[src/sv/nearest_point_top_k_select_macros.svh]
// Assertion macros used by the RTL file nearest_point_top_k_select.sv.
// Each macro expects signals named clk and rst_n in the using module.
`ifndef NEAREST_POINT_TOP_K_SELECT_MACROS_SVH
`define NEAREST_POINT_TOP_K_SELECT_MACROS_SVH

// The consequent must hold in the same cycle as the antecedent.
`define NPTK_ASSERT_SAME(lbl, ante, cons, msg) \
  lbl: assert property (@(posedge clk) disable iff (!rst_n) (ante) |-> (cons)) else $error(msg);

// The consequent must hold in the cycle after the antecedent.
`define NPTK_ASSERT_NEXT(lbl, ante, cons, msg) \
  lbl: assert property (@(posedge clk) disable iff (!rst_n) (ante) |=> (cons)) else $error(msg);

`endif

[src/sv/nptk_ram.sv]
`default_nettype none

module nptk_ram #(
  parameter int WIDTH = 8,
  parameter int DEPTH = 16
) (
  input  wire logic                     clk,
  input  wire logic                     we,
  input  wire logic [$clog2(DEPTH)-1:0] waddr,
  input  wire logic [WIDTH-1:0]         wdata,
  input  wire logic [$clog2(DEPTH)-1:0] raddr,
  output logic      [WIDTH-1:0]         rdata
);

  logic [WIDTH-1:0] mem [DEPTH];

  always_ff @(posedge clk) begin
    if (we) begin
      mem[waddr] <= wdata;
    end
    rdata <= mem[raddr];
  end

endmodule

`default_nettype wire

[config.mk]
export PLATFORM = sky130hd
export DESIGN_NAME = nptk_ram
export DESIGN_NICKNAME = d
export VERILOG_FILES = /design/src/sv/nearest_point_top_k_select_macros.svh /design/src/sv/nptk_ram.sv
export SDC_FILE = /design/constraint.sdc
export NUM_CORES = 1
export LEC_CHECK = 0
export ABC_AREA = 0
export BUFFER_PORTS_ARGS = -buffer_cell sky130_fd_sc_hd__buf_2
export CORE_MARGIN = 1
export CORE_UTILIZATION = 51
export DETAILED_ROUTE_END_ITERATION = 8
export PLACE_DENSITY_LB_ADDON = 0.25
export SLEW_MARGIN = 20
export SYNTH_ARGS = -nofsm -noshare
export SYNTH_HDL_FRONTEND = slang
export SYNTH_SLANG_ARGS = --single-unit
[constraint.sdc]
create_clock -name clk -period 5.55 [get_ports clk]
set_clock_uncertainty 0.05 [all_clocks]
set_input_delay 0.8325 -clock clk [delete_from_list [all_inputs] [get_ports clk]]
set_output_delay 0.8325 -clock clk [all_outputs]
set_load 0.02 [all_outputs]
==> results.json <==
{
  "ys.flop_type": "edfxtp_1",
  "initial_core_util_pct": 52.7,
  "cts_buffers": 17,
  "clk_pin_slew_ns": 0.06,
  "antenna_cells": 0,
  "final_layout_size_suffix_gt1_share_pct": 28.4,
  "place.gp.congestion": 0.741,
  "synth_edf_count": 128,
  "grt_max_degree": 33,
  "grt_antenna_before_repair": 0,
  "post_cts_buffers": 0,
  "required_ns": 5.64,
  "tns_ns": 0,
  "tightest_slew_ns": 1.03,
  "nets": 283,
  "run_status": "finished, final reports clean",
  "ant_nets": 0,
  "fin_crit_sh_pct": 37.5,
  "io_pins": 26,
  "syn_nets": 247,
  "clock_latency_ns": 0.52,
  "synth_top_area_share_pct": 74.7,
  "min_period_ns": 2.08,
  "global_route.overflow_total": 0,
  "synthArstFlopShare_pct": 0,
  "yosysTopAreaCell": "edfxtp_1",
  "hpwl_mm": 5.49,
  "synth.distinct_cells": 19,
  "finalHoldViolCount": 0,
  "post_cts_resized": 0,
  "drc": 0,
  "stdcell_area_mm2": 0.00600,
  "r2r_start": "mem[10][2]",
  "vias": 2383,
  "cts_tree": "done",
  "cellLeakagePower_nw": 2.00,
  "holdCritStartpoint": "mem[12][1]",
  "ys_top_cells_by_area": "edfxtp_1 (75%), mux4_2 (7.9%), mux4_1 (7.1%)",
  "fmax_mhz": 481,
  "power_density_mw_per_mm2": 402,
  "portBuffers": 25,
  "regArea_mm2": 0.00400,
  "die_w_um": 102,
  "drtPass1Iterations": 4,
  "synth_warnings": 0,
  "cts_max_path_buffers": 2,
  "cp_max_fo": 8,
  "netlist_area_mm2": 0.00515,
  "dieHeight_um": 102,
  "cp.arrival_ns": 2.17,
  "grt_pass1_vias": 2467,
  "syn_inst": 229,
  "fill_cells": 708,
  "finalSetupViolations": 0,
  "endpoint_kind": "flop",
  "rsz0062_at_grt": "false",
  "wl_mm": 9.21,
  "totalPowerFinal_mw": 2.41,
  "drt_iter0_drc": 161,
  "multiInputGateArea_mm2": 0.00107,
  "h-tree-depth": 4,
  "min_path_type": "reg -> reg",
  "clock-sinks": 136,
  "ys_ff_latch": 136,
  "slew_violations": 0,
  "die_area_mm2": 0.0105,
  "relSlewSlack_pct": 31.1,
  "grt.total_usage_pct": 20.1,
  "post_drt_wl_per_cell_um": 22.4,
  "vias_per_cell": 5.80,
  "cap_violations": 0,
  "grt_pass1_wl_mm": 14.1,
  "cts_root_buf": "clkbuf_8",
  "hold_buffers": 0,
  "startpoint": "waddr[2]",
  "syn_avg_cell_area_um2": 22.5,
  "dpl_cell_area_mm2": 0.00538,
  "peakVddDrop_uv": 268,
  "row_count": 36,
  "design.core.area_mm2": 0.00977,
  "crit_path_start_kind": "input port",
  "critPathKind": "in -> reg",
  "synth_seq_area_share_pct": 77.8,
  "layout-area-overhead-vs-synth_pct": 16.5
}
synth_stat cells (2+ instances only):
library cell     number
dfxtp_1               8
nand3b_1              2
mux4_1               14
edfxtp_1            128
nor2_1               13
nor3_1                4
buf_2                 3
nand2_1               9
nand2b_1              2
mux4_2               18
a22oi_1              16
clkdlybuf4s25_2       3
buf_6                 3
metrics by stage:
stage               worst slack, ns  hold slack [ns]  cells  utilization (%)
finish                         3.47            0.618    411             61.3
global route                   3.40            0.646    411             61.3
CTS                            3.15            0.620    411             61.3
detailed placement             2.61            0.607    379             55.0
global placement               2.56            0.605    379             55.0
floorplan                      3.17            0.579    229                -
path summary, 6_finish.rpt:
| kind | endpoint | slack, ns | cells past startpoint |
|---|---|---|---|
| worst max-delay path | mem[2][5] | 3.47 | 3 |
| worst min-delay path | rdata[1] | 0.62 | 3 |
| worst max register to register | rdata[2] | 4.19 | 3 |
| worst min register to register | rdata[1] | 0.62 | 3 |
flip-flops by register name (all words and copies together) (netlist names):
register / flops
mem: 128
rdata: 8
layout make-up:
cell class / count / area share, %
repair buffers: 27 / 2.38
clock inverters: 14 / 3.30
flip-flops and latches: 136 / 66.8
clock buffers: 18 / 6.97
well taps: 133 / 2.78
multi-input cells: 83 / 17.8
per-layer routing:
metal / share of wire [%] / vias up / global-route usage [%] / wire length [µm]
met4: 1.8 / 0 / 8.57 / 163
met2: 48 / 79 / 30.5 / 4440
met3: 6.0 / 17 / 4.79 / 555
met5: 0 / - / 0 / 0
met1: 44 / 1238 / 28.1 / 4050
li1: - / 1049 / - / -
worst max-delay path, cell delays in order:
cell and delay [ns]:
buf_2 0.11, or3b_2 0.51, nor2_1 0.70
cell families after synthesis:
| kind of cell | count (synthesis) | synth area share (%) |
|---|---|---|
| DFF | 136 | 77.8 |
| and+or+nand+nor | 35 | 3.18 |
| muxes | 32 | 15.0 |
| AOI/OAI and AO/OA | 16 | 2.33 |
| buffers and inverters | 10 | 1.68 |
power by group:
group          internal [mW]  leakage (nW)  switching [mW]  total [mW]
sequential              1.15          1.22         0.00693        1.16
clock                  0.733         0.296           0.419        1.15
combinational         0.0413         0.484          0.0640       0.105
total                   1.92          2.00           0.490        2.41
layout by cell type (no fill, tap or decap), drive strengths merged, types with 2 or more instances in the layout:
cell      synthesis  final
edfxtp          128    128
mux4             32     32
buf               7     27
clkbuf            0     18
a22oi            16     16
nor2             13     13
nand2             9      9
dfxtp             8      8
clkinv            0      6
bufinv            0      4
nor3              4      4
nand3b            2      2
nand2b            2      2
clkinvlp          0      2
inv               0      2
Power figures use the tool's default switching activity.
